`config.mk`:
```
export PLATFORM = sky130hd
export DESIGN_NAME = websocket_frame_parser_flat
export DESIGN_NICKNAME = d
export VERILOG_FILES = /design/src/rtl/wsfp_pkg.sv /design/src/rtl/wsfp_if.sv /design/src/rtl/websocket_frame_parser.sv /design/src/rtl/wsfp_parser.sv /design/src/rtl/wsfp_out_reg.sv /design/src/flat_wrapper.sv
export SDC_FILE = /design/constraint.sdc
export NUM_CORES = 1
export LEC_CHECK = 0
export BUFFER_PORTS_ARGS = -buffer_cell sky130_fd_sc_hd__buf_4
export CELL_PAD_IN_SITES_DETAIL_PLACEMENT = 1
export CELL_PAD_IN_SITES_GLOBAL_PLACEMENT = 2
export CORE_MARGIN = 5
export CORE_UTILIZATION = 40
export DETAILED_ROUTE_END_ITERATION = 10
export PLACE_DENSITY_LB_ADDON = 0.1
export SLEW_MARGIN = 25
export SYNTH_ARGS = -nofsm -noshare
export SYNTH_HDL_FRONTEND = slang
export SYNTH_SLANG_ARGS = --single-unit
```
`constraint.sdc`:
```
create_clock -name clk -period 13.47 [get_ports clk]
set_clock_uncertainty 0.15 [all_clocks]
set_input_delay 0.6735 -clock clk [delete_from_list [all_inputs] [get_ports clk]]
set_output_delay 0.6735 -clock clk [all_outputs]
set_load 0.02 [all_outputs]
```
`src/rtl/wsfp_pkg.sv`:
```
`default_nettype none

package wsfp_pkg;

  // Result kinds.
  localparam logic [1:0] KIND_HEADER  = 2'd0;
  localparam logic [1:0] KIND_PAYLOAD = 2'd1;
  localparam logic [1:0] KIND_ERROR   = 2'd2;

  // Seven-bit length codes that announce an extended length field.
  localparam logic [6:0] LEN7_EXT16 = 7'd126;
  localparam logic [6:0] LEN7_EXT64 = 7'd127;

  // Header bytes that follow for each extension and for the mask key.
  localparam logic [3:0] EXT16_BYTES = 4'd2;
  localparam logic [3:0] EXT64_BYTES = 4'd8;
  localparam logic [3:0] KEY_BYTES   = 4'd4;

  // Limit after reset: 1 GiB.
  localparam logic [30:0] MAX_LEN_RESET = 31'h4000_0000;

  typedef struct packed {
    logic [1:0]  result_kind;
    logic [7:0]  data_byte;
    logic [7:0]  frame_flags;
    logic [30:0] payload_length;
    logic        was_masked;
    logic        last_of_frame;
  } result_t;

endpackage

`default_nettype wire

```
`src/rtl/wsfp_if.sv`:
```
`default_nettype none

// Byte stream channel into the parser.
interface wsfp_in_if;
  logic       valid;
  logic       ready;
  logic [7:0] in_byte;

  modport source (output valid, output in_byte, input ready);
  modport sink   (input valid, input in_byte, output ready);
endinterface

// Result channel out of the parser.
interface wsfp_out_if;
  logic        valid;
  logic        ready;
  logic [1:0]  result_kind;
  logic [7:0]  data_byte;
  logic [7:0]  frame_flags;
  logic [30:0] payload_length;
  logic        was_masked;
  logic        last_of_frame;

  modport source (output valid, output result_kind, output data_byte, output frame_flags,
                  output payload_length, output was_masked, output last_of_frame,
                  input ready);
  modport sink   (input valid, input result_kind, input data_byte, input frame_flags,
                  input payload_length, input was_masked, input last_of_frame,
                  output ready);
endinterface

`default_nettype wire

```
`src/rtl/websocket_frame_parser.sv`:
```
// Channel   Direction  Payload                                       Handshake
// stream    in         in_byte                                       valid/ready
// result    out        result_kind, data_byte, frame_flags,          valid/ready
//                      payload_length, was_masked, last_of_frame
// cfg       in         cfg_wdata (max_payload_length)                cfg_we
//
// One byte is taken per cycle while no result is stalled; its result, if any, shows on
// the result channel in the next cycle. The rate is set by the single output register.
// Reset is synchronous and active high; it clears the parser and sets the limit to 1 GiB.
// A stalled result holds the output register; a new byte is still taken in the cycle
// that the held result leaves.
`default_nettype none

module websocket_frame_parser
  import wsfp_pkg::*;
(
  input  wire logic        clk,
  input  wire logic        rst,
  wsfp_in_if.sink          stream,
  wsfp_out_if.source       result,
  input  wire logic        cfg_we,
  input  wire logic [30:0] cfg_wdata
);

  logic    space;
  logic    accept;
  logic    res_valid;
  result_t res;

  // The input is ready whenever the output register can take the item's result,
  // so a byte that gives no result and a byte that gives one are treated alike.
  assign stream.ready = space;
  assign accept       = stream.valid && space;

  // Header parsing, length check, unmasking and the sticky error all live in the
  // parser; it computes the result of the accepted byte in the same cycle.
  wsfp_parser u_parser (
    .clk       (clk),
    .rst       (rst),
    .accept    (accept),
    .in_byte   (stream.in_byte),
    .cfg_we    (cfg_we),
    .cfg_wdata (cfg_wdata),
    .res_valid (res_valid),
    .res       (res)
  );

  // The output register separates the parser from a stalling consumer.
  wsfp_out_reg u_out_reg (
    .clk       (clk),
    .rst       (rst),
    .load      (res_valid),
    .load_data (res),
    .space     (space),
    .result    (result)
  );

endmodule

`default_nettype wire

```
`src/rtl/wsfp_parser.sv`:
```
`default_nettype none

module wsfp_parser
  import wsfp_pkg::*;
(
  input  wire logic        clk,
  input  wire logic        rst,
  input  wire logic        accept,
  input  wire logic [7:0]  in_byte,
  input  wire logic        cfg_we,
  input  wire logic [30:0] cfg_wdata,
  output logic             res_valid,
  output result_t          res
);

  typedef enum logic [2:0] {
    PH_FLAGS,
    PH_LEN7,
    PH_EXTLEN,
    PH_MASKKEY,
    PH_PAYLOAD
  } phase_t;

  phase_t            phase, phase_next;
  logic [3:0]        hdr_left, hdr_left_next;
  logic [7:0]        flags, flags_next;
  logic              masked, masked_next;
  logic [63:0]       acc, acc_next;
  logic [3:0][7:0]   key, key_next;
  logic [30:0]       pay_left, pay_left_next;
  logic [1:0]        pos, pos_next;
  logic              err, err_next;
  logic [30:0]       max_len;

  logic              finish;
  logic              fire;
  logic              oversize;
  logic [7:0]        key_byte;

  // The whole decoded length counts, including the bits above the limit's width.
  assign oversize = (acc_next[63:31] != '0) || (acc_next[30:0] > max_len);
  // Key bytes go out first byte first; the first one sits in the top lane.
  assign key_byte = masked ? key[~pos] : 8'h00;

  always_comb begin
    phase_next    = phase;
    hdr_left_next = hdr_left;
    flags_next    = flags;
    masked_next   = masked;
    acc_next      = acc;
    key_next      = key;
    pay_left_next = pay_left;
    pos_next      = pos;
    err_next      = err;
    finish        = 1'b0;
    fire          = 1'b0;
    res           = '0;

    if (accept && !err) begin
      unique case (phase)
        PH_FLAGS: begin
          flags_next  = in_byte;
          masked_next = 1'b0;
          acc_next    = '0;
          key_next    = '0;
          phase_next  = PH_LEN7;
        end
        PH_LEN7: begin
          masked_next = in_byte[7];
          if (in_byte[6:0] == LEN7_EXT16 || in_byte[6:0] == LEN7_EXT64) begin
            acc_next      = '0;
            hdr_left_next = (in_byte[6:0] == LEN7_EXT16) ? EXT16_BYTES : EXT64_BYTES;
            phase_next    = PH_EXTLEN;
          end else begin
            acc_next = {57'd0, in_byte[6:0]};
            if (in_byte[7]) begin
              phase_next    = PH_MASKKEY;
              hdr_left_next = KEY_BYTES;
            end else begin
              finish = 1'b1;
            end
          end
        end
        PH_EXTLEN: begin
          acc_next      = {acc[55:0], in_byte};
          hdr_left_next = hdr_left - 4'd1;
          if (hdr_left_next == '0) begin
            if (masked) begin
              phase_next    = PH_MASKKEY;
              hdr_left_next = KEY_BYTES;
            end else begin
              finish = 1'b1;
            end
          end
        end
        PH_MASKKEY: begin
          key_next      = {key[2:0], in_byte};
          hdr_left_next = hdr_left - 4'd1;
          if (hdr_left_next == '0) begin
            finish = 1'b1;
          end
        end
        PH_PAYLOAD: begin
          pos_next           = pos + 2'd1;
          pay_left_next      = pay_left - 31'd1;
          fire               = 1'b1;
          res.result_kind    = KIND_PAYLOAD;
          res.data_byte      = in_byte ^ key_byte;
          res.last_of_frame  = (pay_left_next == '0);
          if (pay_left_next == '0) begin
            phase_next = PH_FLAGS;
          end
        end
        default: begin
          phase_next = PH_FLAGS;
        end
      endcase

      if (finish) begin
        fire = 1'b1;
        if (oversize) begin
          err_next        = 1'b1;
          res.result_kind = KIND_ERROR;
        end else begin
          pay_left_next      = acc_next[30:0];
          pos_next           = '0;
          res.result_kind    = KIND_HEADER;
          res.payload_length = acc_next[30:0];
          res.last_of_frame  = (acc_next[30:0] == '0);
          phase_next         = (acc_next[30:0] == '0) ? PH_FLAGS : PH_PAYLOAD;
        end
      end
    end

    res.frame_flags = flags_next;
    res.was_masked  = masked_next;
  end

  assign res_valid = fire;

  always_ff @(posedge clk) begin
    if (rst) begin
      phase    <= PH_FLAGS;
      hdr_left <= '0;
      flags    <= '0;
      masked   <= 1'b0;
      acc      <= '0;
      key      <= '0;
      pay_left <= '0;
      pos      <= '0;
      err      <= 1'b0;
      max_len  <= MAX_LEN_RESET;
    end else begin
      phase    <= phase_next;
      hdr_left <= hdr_left_next;
      flags    <= flags_next;
      masked   <= masked_next;
      acc      <= acc_next;
      key      <= key_next;
      pay_left <= pay_left_next;
      pos      <= pos_next;
      err      <= err_next;
      if (cfg_we) begin
        max_len <= cfg_wdata;
      end
    end
  end

endmodule

`default_nettype wire

```
`src/rtl/wsfp_out_reg.sv`:
```
`default_nettype none

module wsfp_out_reg
  import wsfp_pkg::*;
(
  input  wire logic    clk,
  input  wire logic    rst,
  input  wire logic    load,
  input  wire result_t load_data,
  output logic         space,
  wsfp_out_if.source   result
);

  logic    full;
  result_t data;

  // Room for a new item when empty or when the held one leaves this cycle.
  assign space = !full || result.ready;

  always_ff @(posedge clk) begin
    if (rst) begin
      full <= 1'b0;
    end else if (load) begin
      full <= 1'b1;
    end else if (result.ready) begin
      full <= 1'b0;
    end
  end

  always_ff @(posedge clk) begin
    if (load) begin
      data <= load_data;
    end
  end

  assign result.valid          = full;
  assign result.result_kind    = data.result_kind;
  assign result.data_byte      = data.data_byte;
  assign result.frame_flags    = data.frame_flags;
  assign result.payload_length = data.payload_length;
  assign result.was_masked     = data.was_masked;
  assign result.last_of_frame  = data.last_of_frame;

endmodule

`default_nettype wire

```
`src/flat_wrapper.sv`:
```
// flat-port wrapper written by rule: the top's interface ports become plain ports
module websocket_frame_parser_flat import wsfp_pkg::*;
  (clk, rst, cfg_we, cfg_wdata, stream_valid, stream_in_byte, stream_ready, result_valid, result_result_kind, result_data_byte, result_frame_flags, result_payload_length, result_was_masked, result_last_of_frame, result_ready);
  wsfp_in_if stream_i ();
  wsfp_out_if result_i ();
  input  wire logic clk;
  input  wire logic rst;
  input  wire logic cfg_we;
  input  wire logic [30:0] cfg_wdata;
  input wire logic [$bits(stream_i.valid)-1:0] stream_valid;
  input wire logic [$bits(stream_i.in_byte)-1:0] stream_in_byte;
  output wire logic [$bits(stream_i.ready)-1:0] stream_ready;
  output wire logic [$bits(result_i.valid)-1:0] result_valid;
  output wire logic [$bits(result_i.result_kind)-1:0] result_result_kind;
  output wire logic [$bits(result_i.data_byte)-1:0] result_data_byte;
  output wire logic [$bits(result_i.frame_flags)-1:0] result_frame_flags;
  output wire logic [$bits(result_i.payload_length)-1:0] result_payload_length;
  output wire logic [$bits(result_i.was_masked)-1:0] result_was_masked;
  output wire logic [$bits(result_i.last_of_frame)-1:0] result_last_of_frame;
  input wire logic [$bits(result_i.ready)-1:0] result_ready;
  assign stream_i.valid = stream_valid;
  assign stream_i.in_byte = stream_in_byte;
  assign stream_ready = stream_i.ready;
  assign result_valid = result_i.valid;
  assign result_result_kind = result_i.result_kind;
  assign result_data_byte = result_i.data_byte;
  assign result_frame_flags = result_i.frame_flags;
  assign result_payload_length = result_i.payload_length;
  assign result_was_masked = result_i.was_masked;
  assign result_last_of_frame = result_i.last_of_frame;
  assign result_i.ready = result_ready;
  websocket_frame_parser u_core (.clk(clk), .rst(rst), .stream(stream_i), .result(result_i), .cfg_we(cfg_we), .cfg_wdata(cfg_wdata));
endmodule
```
**Word level (Yosys, flattened, before mapping)**

Index checks and enable logic that the tools add are counted.
Widths: inputs -> output; s select.

- Equality and inequality tests: 7
- $add $sub $neg: 3
- Magnitude comparators: 2
- Bitwise gates (word level): 4
- Mux-type cells: 51
- Reductions and logical operators: 20

Operator list:

| kind | count |
|---|---|
| $pmux 64 s3 | 1 |
| $mux 64 | 2 |
| $mux 31 | 3 |
| $pmux 32 s2 | 1 |
| $logic_not 31->1 | 2 |
| $reduce_bool 33->1 | 1 |
| $mux 8 | 4 |
| $gt 31x31->1 | 1 |
| $sub 31x1->31 const B | 1 |
| $mux 3 | 8 |
| $mux 4 | 5 |
| $bmux 8 s2 | 1 |
| $mux 1 | 15 |
| $pmux 3 s5 | 1 |
| $eq 7x7->1 const B | 2 |
| $pmux 4 s3 | 1 |
| $mux 2 | 5 |
| $mux 9 | 1 |
| $xor 8x8->8 | 1 |
| $mux 7 | 1 |
| $eq 3x2->1 const B | 2 |
| $reduce_and 3->1 | 2 |
| $logic_not 4->1 | 1 |
| $reduce_and 2->1 | 2 |
| 17 further kinds | 23 |

- Output and inout bits: 53
- Register bits: 229
- Logic and storage cells: 107
- Bits of input ports: 44

**Logic depth before layout (Yosys ltp)**

Gate-level depths: netlist of run 1.

- Word-level depth: 10
- Mapped depth: 18
- Depth with buffers taken out: 13

**Cells and area by module**

A second synthesis of run 1 with hierarchy kept.

- Cell total of the unflattened synthesis: 1209
- Area, all modules: 11048.1 um^2

By module, submodules not included:

| module | sequential area each (um^2) | cells an instance | instances | area an instance (um^2) |
|---|---|---|---|---|
| wsfp_parser | 3543.4 | 1153 | 1 | 9464.1 |
| wsfp_out_reg | 1551.5 | 55 | 1 | 1577.8 |
| websocket_frame_parser | 0.0 | 1 | 1 | 6.3 |

**Worst setup path before layout of run 1**

No wires, ideal clock.

- Path type: input -> register
- Start point: in stream_valid
- End point: reg u_core.u_parser.pay_left[17]
- Slack: 8.958 ns
- Path buffers: 4
- Stages on the path: 17
- Library setup time: 0.120 ns
- Arrival: 4.242 ns
- Data required time: 13.200 ns
- Path through: nand2b_1 clkbuf_1 nor2_1 nand2_1 clkbuf_1 buf_1 nand2_1 nand2_1 ha_1 a21oi_1 o21ai_0 a221o_1 nor4_1 o2111ai_2 buf_6 o21a_1 o31a_1

- Longest elaborated chain between the ends: 7
- Elaborated cells between the ends (all ways): 8
- Those cells by class: 1 x order compare; 3 x mux; 4 x reduce/logical

RTL lines:

| item | RTL line | text |
|---|---|---|
| start: declaration | flat_wrapper.sv:10 | `input wire logic [$bits(stream_i.valid)-1:0] stream_valid;` |
| $logic_and 1x1->1 | websocket_frame_parser.sv:33 | `assign accept = stream.valid && space;` |
| $logic_and 1x1->1 | wsfp_parser.sv:59 | `if (accept && !err) begin` |
| $mux 64 | wsfp_parser.sv:59 |  |
| net u_core.u_parser.acc_next[24] | wsfp_parser.sv:28 | `logic [63:0] acc, acc_next;` |
| $gt 31x31->1 | wsfp_parser.sv:41 | `assign oversize = (acc_next[63:31] != '0) \|\| (acc_next[30:0] > max_len);` |
| $logic_or 1x1->1 | wsfp_parser.sv:41 |  |
| $mux 31 | wsfp_parser.sv:121 | `if (oversize) begin` |
| $mux 31 | wsfp_parser.sv:119 | `if (finish) begin` |
| end signal: assignment | wsfp_parser.sv:160 | `pay_left <= pay_left_next;` |
| end: declaration | wsfp_parser.sv:30 | `logic [30:0] pay_left, pay_left_next;` |

The timed path passes the listed nets, and every way through them passes these cells.
A chain may end at the register's enable or synchronous reset.

**Worst setup path in the final report of run 1**

- Start point: reg u_core.u_out_reg.full, in the netlist u_core.u_out_reg.result.valid
- End point: reg u_core.u_parser.pay_left[2]

- Longest elaborated chain between the ends: 9
- Elaborated cells between the ends (all ways): 10
- Those cells by class: 1 x order compare; 3 x mux; 6 x reduce/logical

RTL lines:

| item | RTL line | text |
|---|---|---|
| start: declaration | wsfp_out_reg.sv:14 | `logic full;` |
| start signal: assignment | wsfp_out_reg.sv:22 | `full <= 1'b0;` |
| start signal: assignment | wsfp_out_reg.sv:24 | `full <= 1'b1;` |
| start signal: assignment | wsfp_out_reg.sv:26 | `full <= 1'b0;` |
| $logic_not 1->1 | wsfp_out_reg.sv:18 | `assign space = !full \|\| result.ready;` |
| $logic_or 1x1->1 | wsfp_out_reg.sv:18 |  |
| $logic_and 1x1->1 | websocket_frame_parser.sv:33 |  |
| $logic_and 1x1->1 | wsfp_parser.sv:59 |  |
| $mux 64 | wsfp_parser.sv:59 |  |
| net u_core.u_parser.acc_next[3] | wsfp_parser.sv:28 |  |
| $gt 31x31->1 | wsfp_parser.sv:41 |  |
| $logic_or 1x1->1 | wsfp_parser.sv:41 |  |
| $mux 31 | wsfp_parser.sv:121 |  |
| $mux 31 | wsfp_parser.sv:119 |  |

The timed path passes the listed nets, and every way through them passes these cells.

==> run_results.csv, run 1 <==
group,metric,value,unit
run_status,status,"finished clean",
timing,relSlewSlack,32.2,%
layout,final_nets,1418,
route,route.detailed.drc,0,
power,power.leakage,5.26,nW
layout,antenna_cells,0,
floorplan,die_area,32400,um2
floorplan,rows,62,
placement,place_area,12500,um2
synth,yosysTopAreaCell,"dfxtp_1",
worst_hold_path,min_path_type,"in2reg",
cts,cts_buffer_depth,3,
layout,drive_above_1_share,14.7,%
layout,design_area,13400,um2
global_routing,grt_max_degree,78,
placement,place_congestion,0.905,
layout,nFillCells,3320,
setup_path,cp_slowest_cell,"nor4_2",
global_routing,antenna_found_initial,0,
worst_hold_path,min-delay-start,"cfg_wdata[8]",
setup_path,cp.arrival,5.62,ns
synth,synthFlopType,"dfxtp_1",
route,drt-pass1-iter-count,5,
floorplan,io-pin-count,97,
synth,syn_avg_cell_area,8.96,um2
synth,yosys_warnings,0,
route,wl_per_cell,21.3,um
setup_path,rr_startpoint,"u_core.u_out_reg.result.valid$_SDFFE_PP0P_",
timing,post-route-period-util,39.7,%
cts,worstSkewPairLatency,0.53,ns
global_routing,track_usage,22.4,%
timing,worst_pin_slew,1.01,ns
timing,slew_violations,0,
floorplan,dieHeight,180,um
route,drt_iter0_drc,622,
cts,post_cts_resize_count,0,
setup_path,cp_cell_sequence,"nor2b_1 -> nor2_1 -> nand2_2 -> buf_4 -> o21ai_0 -> ha_1 -> a211oi_1 -> nor2_1 -> o31a_1 -> nor4_2 -> o2111ai_2 -> buf_4 -> and3_1 -> o31a_1",
layout,post-route-util,46.8,%
job,cap_violations,0,
setup_path,path_max_fanout,62,
synth,async_flop_share,0,%
placement,place.port_buffers,96,
floorplan,coreArea,28600,um2
setup_path,end_kind,"flop",
timing,period_minus_slack,5.35,ns
synth,synth_top_area_share,30.9,%
timing,tns,0,ns
power,power_density,121,nW/um2
placement,post-dp-hpwl,26500,um
setup_path,critical_path_class,"reg2reg",
global_routing,grt_pass1_wl,59900,um
synth,synth_fp_nets,1368,
synth,synth_cells,1289,
cts,cts_tree,"built",
synth,synth-edff-count,51,
cts,clock-sinks,229,
setup_path,path_buf_inv,2,
setup_path,cp_data_required_time,13.74,ns
setup_path,max_stage_delay,0.63,ns
synth,synthTopCellsByCount,"nor2_1 (183), dfxtp_1 (178), nand2_1 (99), a22oi_1 (94), clkbuf_1 (77)",
route,via_per_inst,5.80,
cts,post_cts_buffers,0,
synth,yosysMostFrequentCell,"nor2_1",
synth,netlist_area,11500,um2
timing,finalHoldViolCount,0,
timing,setup_violations,0,
synth,synth_seq_cells,229,
timing,rsz0062_at_grt,"no",
route,vias,10100,
synth,synth.distinct_cells,79,
layout,area_growth,16.1,%
cts,cts_root_buffer,"clkbuf_16",
setup_path,crit_start,"u_core.u_out_reg.result.valid$_SDFFE_PP0P_",
global_routing,grt_pass1_vias,10400,
route,finalWirelength,37200,um
floorplan,die_x,180,um
cts,hold_buffers,0,
route,drtAntennaViolNets,0,
cts,numCtsBuffers,27,
cts,clkTransAtPathRegs,0.06,ns
power,ir_drop,0.0000696,V
global_routing,overflow,0,
setup_path,start_kind,"flop",
setup_path,cp_top_family,"simple AND/OR/NAND/NOR gates",
timing,fmax,187,MHz
cts,htree_levels,1,
synth,synth_seq_area_share,44.1,%
synth,ys_top_cells_by_area,"dfxtp_1 (31%), edfxtp_1 (13%), a22oi_1 (6.1%), nor2_1 (5.9%), ha_1 (3.8%)",
floorplan,initial_core_util,40.3,%
## per-stage QoR
stage	hold slack (ns)	instances	total power, W	setup slack (ns)
finish	0.222	1743	0.00163	8.12
detailed placement	0.311	1694	0.000934	7.52
global placement	0.305	1694	0.000932	7.66
CTS	0.204	1743	0.00164	7.85
global route	0.216	1743	0.00169	7.79
floorplan	0.286	1289	0.000866	8.96
## state kept, by name, indices dropped and copies added (netlist names), 2 cells and up
name                                    cells
u_core.u_parser.acc                        64
u_core.u_parser.key                        32
u_core.u_out_reg.result.payload_length     31
u_core.u_parser.max_len                    31
u_core.u_parser.pay_left                   31
u_core.u_out_reg.result.data_byte           8
u_core.u_out_reg.result.frame_flags         8
u_core.u_parser.flags                       8
u_core.u_parser.hdr_left                    4
u_core.u_parser.phase                       3
u_core.u_out_reg.result.result_kind         2
u_core.u_parser.pos                         2
## cells in the final DEF (no fill, tap or decap), types with 8 or more instances in the layout
master     netlist  final
nand4_1         18     18
nor2_1         183    182
ha_1            35     35
mux2i_1         32     32
buf_4            0    113
clkbuf_16        0     28
inv_1           49     49
and3_1          12     12
nand3_1         44     44
o21a_1          16     16
or4_1           15     15
a22o_1          14     14
nor4_1          20     19
a22oi_1         94     94
a21oi_1         60     60
mux4_2           8      8
o21ai_0         22     22
or3_1           11     11
nor3_1          31     31
xor2_1          13     13
mux2_2           8      8
o31ai_1         12     12
edfxtp_1        51     51
and2_1          27     27
nand2_1         99     97
dfxtp_1        178    178
o31a_1          22     22
## routing by layer
layer / routed length, um / global-route usage (%) / vias up / share of wire (%)
met1: 18100 / 32.5 / 5024 / 49
met5: 0 / 0 / - / 0
li1: - / - / 4816 / -
met4: 842 / 5.55 / 0 / 2.3
met2: 16900 / 35.8 / 215 / 45
met3: 1400 / 2.67 / 48 / 3.8
## worst register-to-register path: stages, from the launching register on
cell	delay, ns
dfxtp_1	0.37
nor2b_1	0.57
nor2_1	0.38
nand2_2	0.13
buf_4	0.55
o21ai_0	0.33
ha_1	0.27
a211oi_1	0.23
nor2_1	0.08
o31a_1	0.32
nor4_2	0.63
o2111ai_2	0.35
buf_4	0.37
and3_1	0.23
o31a_1	0.27
## cell families (layout without fill, tap and decap cells)
logic type,after synthesis,count (layout),synth area share [%]
compound gates,305,305,19.1
mux,48,48,5.12
fa+ha+maj,35,35,3.79
xor+xnor,19,19,1.44
simple gates,511,511,21.7
flops,229,229,44.1
buf+inv,142,212,4.75
## cell type report
| cell class | count | area, um2 | area share, % |
|---|---|---|---|
| Clock buffer | 41 | 810 | 6.04 |
| Clock inverter | 8 | 43.8 | 0.327 |
| Inverter | 50 | 188 | 1.40 |
| Multi-Input combinational cell | 918 | 5940 | 44.3 |
| Sequential cell | 229 | 5090 | 38.0 |
| Tap cell | 384 | 480 | 3.58 |
| Timing Repair Buffer | 113 | 848 | 6.33 |
## where the power goes
group          switching [W]  total (W)  internal [W]
sequential         0.0000123   0.000731      0.000718
clock               0.000292   0.000704      0.000413
combinational       0.000126   0.000190     0.0000640
total               0.000430    0.00163       0.00120
## worst paths after layout
kind | slack, ns | depth (start not counted) | end
setup / recovery | 8.12 | 14 | u_core.u_parser.pay_left[2]$_SDFFE_PP0P_
hold / removal | 0.22 | 3 | u_core.u_parser.max_len[8]$_SDFFE_PP0P_
setup reg to reg | 8.12 | 14 | u_core.u_parser.pay_left[2]$_SDFFE_PP0P_
hold reg to reg | 0.32 | 2 | u_core.u_parser.acc[58]$_SDFF_PP0_
No activity file was read; power rests on OpenSTA's default activity.
==> inputs of run 2 (changes only) <==
CORE_UTILIZATION = 34   (was 40)
clock period = 4.4 ns   (was 13.47 ns; I/O delays follow)
==> run 2 against run 1 <==
Routed wire length rose by 6.0%. Utilization down 4.6 points. Non-clock buffer count grew 65. Via count grew 2.3%. Maximum frequency up 30%. Critical endpoint is now u_core.u_parser.pay_left[30]$_SDFFE_PP0P_. Largest cell class unchanged.
==> run_results.csv, run 2 (synthesis gave the netlist of run 1 again) <==
group,metric,value,unit
route,drt-pass1-iter-count,4,
layout,largest_reg_flops,64,
cts,cts_tree,"built",
layout,drive_above_1_share,16.4,%
timing,relSlewSlack,35.2,%
global_routing,grt_max_degree,78,
placement,place_ws,0.0578,ns
route,drt_iter0_drc,592,
floorplan,die_x,194,um
power,power.leakage,5.59,nW
setup_path,end_kind,"flop",
timing,fmax,243,MHz
worst_hold_path,holdPathStages,4,
floorplan,initial_core_util,34.4,%
setup_path,cp_data_required_time,4.69,ns
timing,slew_violations,0,
global_routing,antenna_found_initial,0,
route,finalWirelength,39400,um
global_routing,overflow,0,
route,route.detailed.drc,0,
setup_path,cp.arrival,4.41,ns
setup_path,cp_top_family,"simple AND/OR/NAND/NOR gates",
setup_path,cp_slowest_cell,"nor4_1",
worst_hold_path,min_path_type,"in2reg",
layout,final_common_cell,"nor2_1",
floorplan,io-pin-count,97,
layout,antenna_cells,0,
cts,cts_buffer_depth,3,
run_status,status,"finished clean",
setup_path,path_buf_inv,4,
layout,top_register,"u_core.u_parser.acc",
floorplan,die_area,37700,um2
setup_path,cp_cell_sequence,"nand2b_1 -> nor2_2 -> nand2_2 -> buf_12 -> a22o_1 -> ha_1 -> nand4_1 -> nor4_1 -> o31a_1 -> nor4_1 -> buf_4 -> o2111ai_2 -> buf_12 -> buf_4 -> nor2_1 -> o31a_1",
setup_path,max_stage_delay,0.39,ns
cts,cts_root_buffer,"clkbuf_16",
global_routing,track_usage,20.5,%
setup_path,start_kind,"flop",
cts,post_cts_buffers,0,
timing,post-route-period-util,93.6,%
placement,place_area,12900,um2
power,power_density,363,nW/um2
cts,worstSkewPairLatency,0.56,ns
timing,finalHoldViolCount,0,
timing,tns,0,ns
global_routing,grt_pass1_wl,63100,um
layout,final_nets,1485,
cts,clkTransAtPathRegs,0.06,ns
cts,numCtsBuffers,29,
power,ir_drop,0.000273,V
timing,rsz0062_at_grt,"no",
placement,post-dp-hpwl,28500,um
placement,place_congestion,0.875,
setup_path,critical_path_class,"reg2reg",
placement,place_inst,1785,
placement,place.port_buffers,96,
setup_path,path_max_fanout,31,
timing,setup_ws,0.279,ns
layout,area_growth,22.7,%
setup_path,cp.depth,16,
timing,period_minus_slack,4.12,ns
floorplan,coreArea,33500,um2
global_routing,grt_pass1_vias,10700,
floorplan,dieHeight,194,um
timing,setup_violations,0,
job,cap_violations,0,
layout,final_cell_mix,"nor2_1 (181), dfxtp_1 (178), buf_4 (137), nand2_1 (97), a22oi_1 (94)",
route,via_per_inst,5.51,
floorplan,rows,67,
layout,top_regs,"u_core.u_parser.acc: 64 flops, u_core.u_parser.key: 32 flops",
cts,clock-sinks,229,
layout,nFillCells,3884,
layout,fin_cells,1876,
timing,worst_pin_slew,0.970,ns
layout,design_area,14200,um2
route,wl_per_cell,21.0,um
setup_path,ff2ff_path_depth,16,
route,drtAntennaViolNets,0,
cts,htree_levels,1,
route,vias,10300,
[run 2: path summary, 6_finish.rpt]
kind                                      startpoint                                         to  slack, ns
setup / recovery    u_core.u_parser.err$_SDFFE_PP0P_  u_core.u_parser.pay_left[30]$_SDFFE_PP0P_       0.28
hold / removal                     stream_in_byte[1]        u_core.u_parser.key[1]$_SDFFE_PP0P_       0.02
setup reg to reg    u_core.u_parser.err$_SDFFE_PP0P_  u_core.u_parser.pay_left[30]$_SDFFE_PP0P_       0.28
hold reg to reg   u_core.u_parser.acc[58]$_SDFF_PP0_         u_core.u_parser.acc[58]$_SDFF_PP0_       0.32
[run 2: cell type report]
class	instances	area, um2	area share [%]
multi-input cells	918	5940	41.9
flip-flops and latches	229	5090	36.0
repair buffers	178	1470	10.4
clock buffers	38	800	5.64
well taps	448	561	3.96
inverters	50	188	1.32
clock inverters	15	121	0.856
[run 2: metrics by stage]
step / power [W] / util [%] / hold WS (ns)
after floorplan: 0.00265 / - / 0.196
after global placement: 0.00289 / 38.3 / 0.287
after detailed placement: 0.00289 / 38.4 / 0.294
after CTS: 0.00522 / 42.2 / 0.00427
after global routing: 0.00538 / 42.3 / 0.0361
final: 0.00515 / 42.3 / 0.0207
[run 2: report_power, final]
group / leakage (nW) / switching, W / total, W / internal, W
Combinational: 3.22 / 0.000392 / 0.000630 / 0.000238
Clock: 0.456 / 0.000939 / 0.00228 / 0.00134
Sequential: 1.92 / 0.0000400 / 0.00224 / 0.00220
Total: 5.59 / 0.00137 / 0.00515 / 0.00378
[run 2: timing repair]
item	4_1_cts	5_1_grt
endpoints found under the setup margin	0	34
hold endpoints to repair	63	0
hold buffers	38	0
resized for setup	0	3
[run 2: metal layers]
layer,part of all wire (%),global-route usage [%],vias to the layer above
li1,-,-,4963
met1,47,28.5,5109
met2,47,34.0,196
met3,3.9,2.76,68
met4,2.3,4.84,0
met5,0,0,-
[run 2: worst min-delay path, stage by stage]
cell	delay, ns
buf_4	0.10
buf_4	0.19
a22oi_1	0.10
nor2_1	0.07
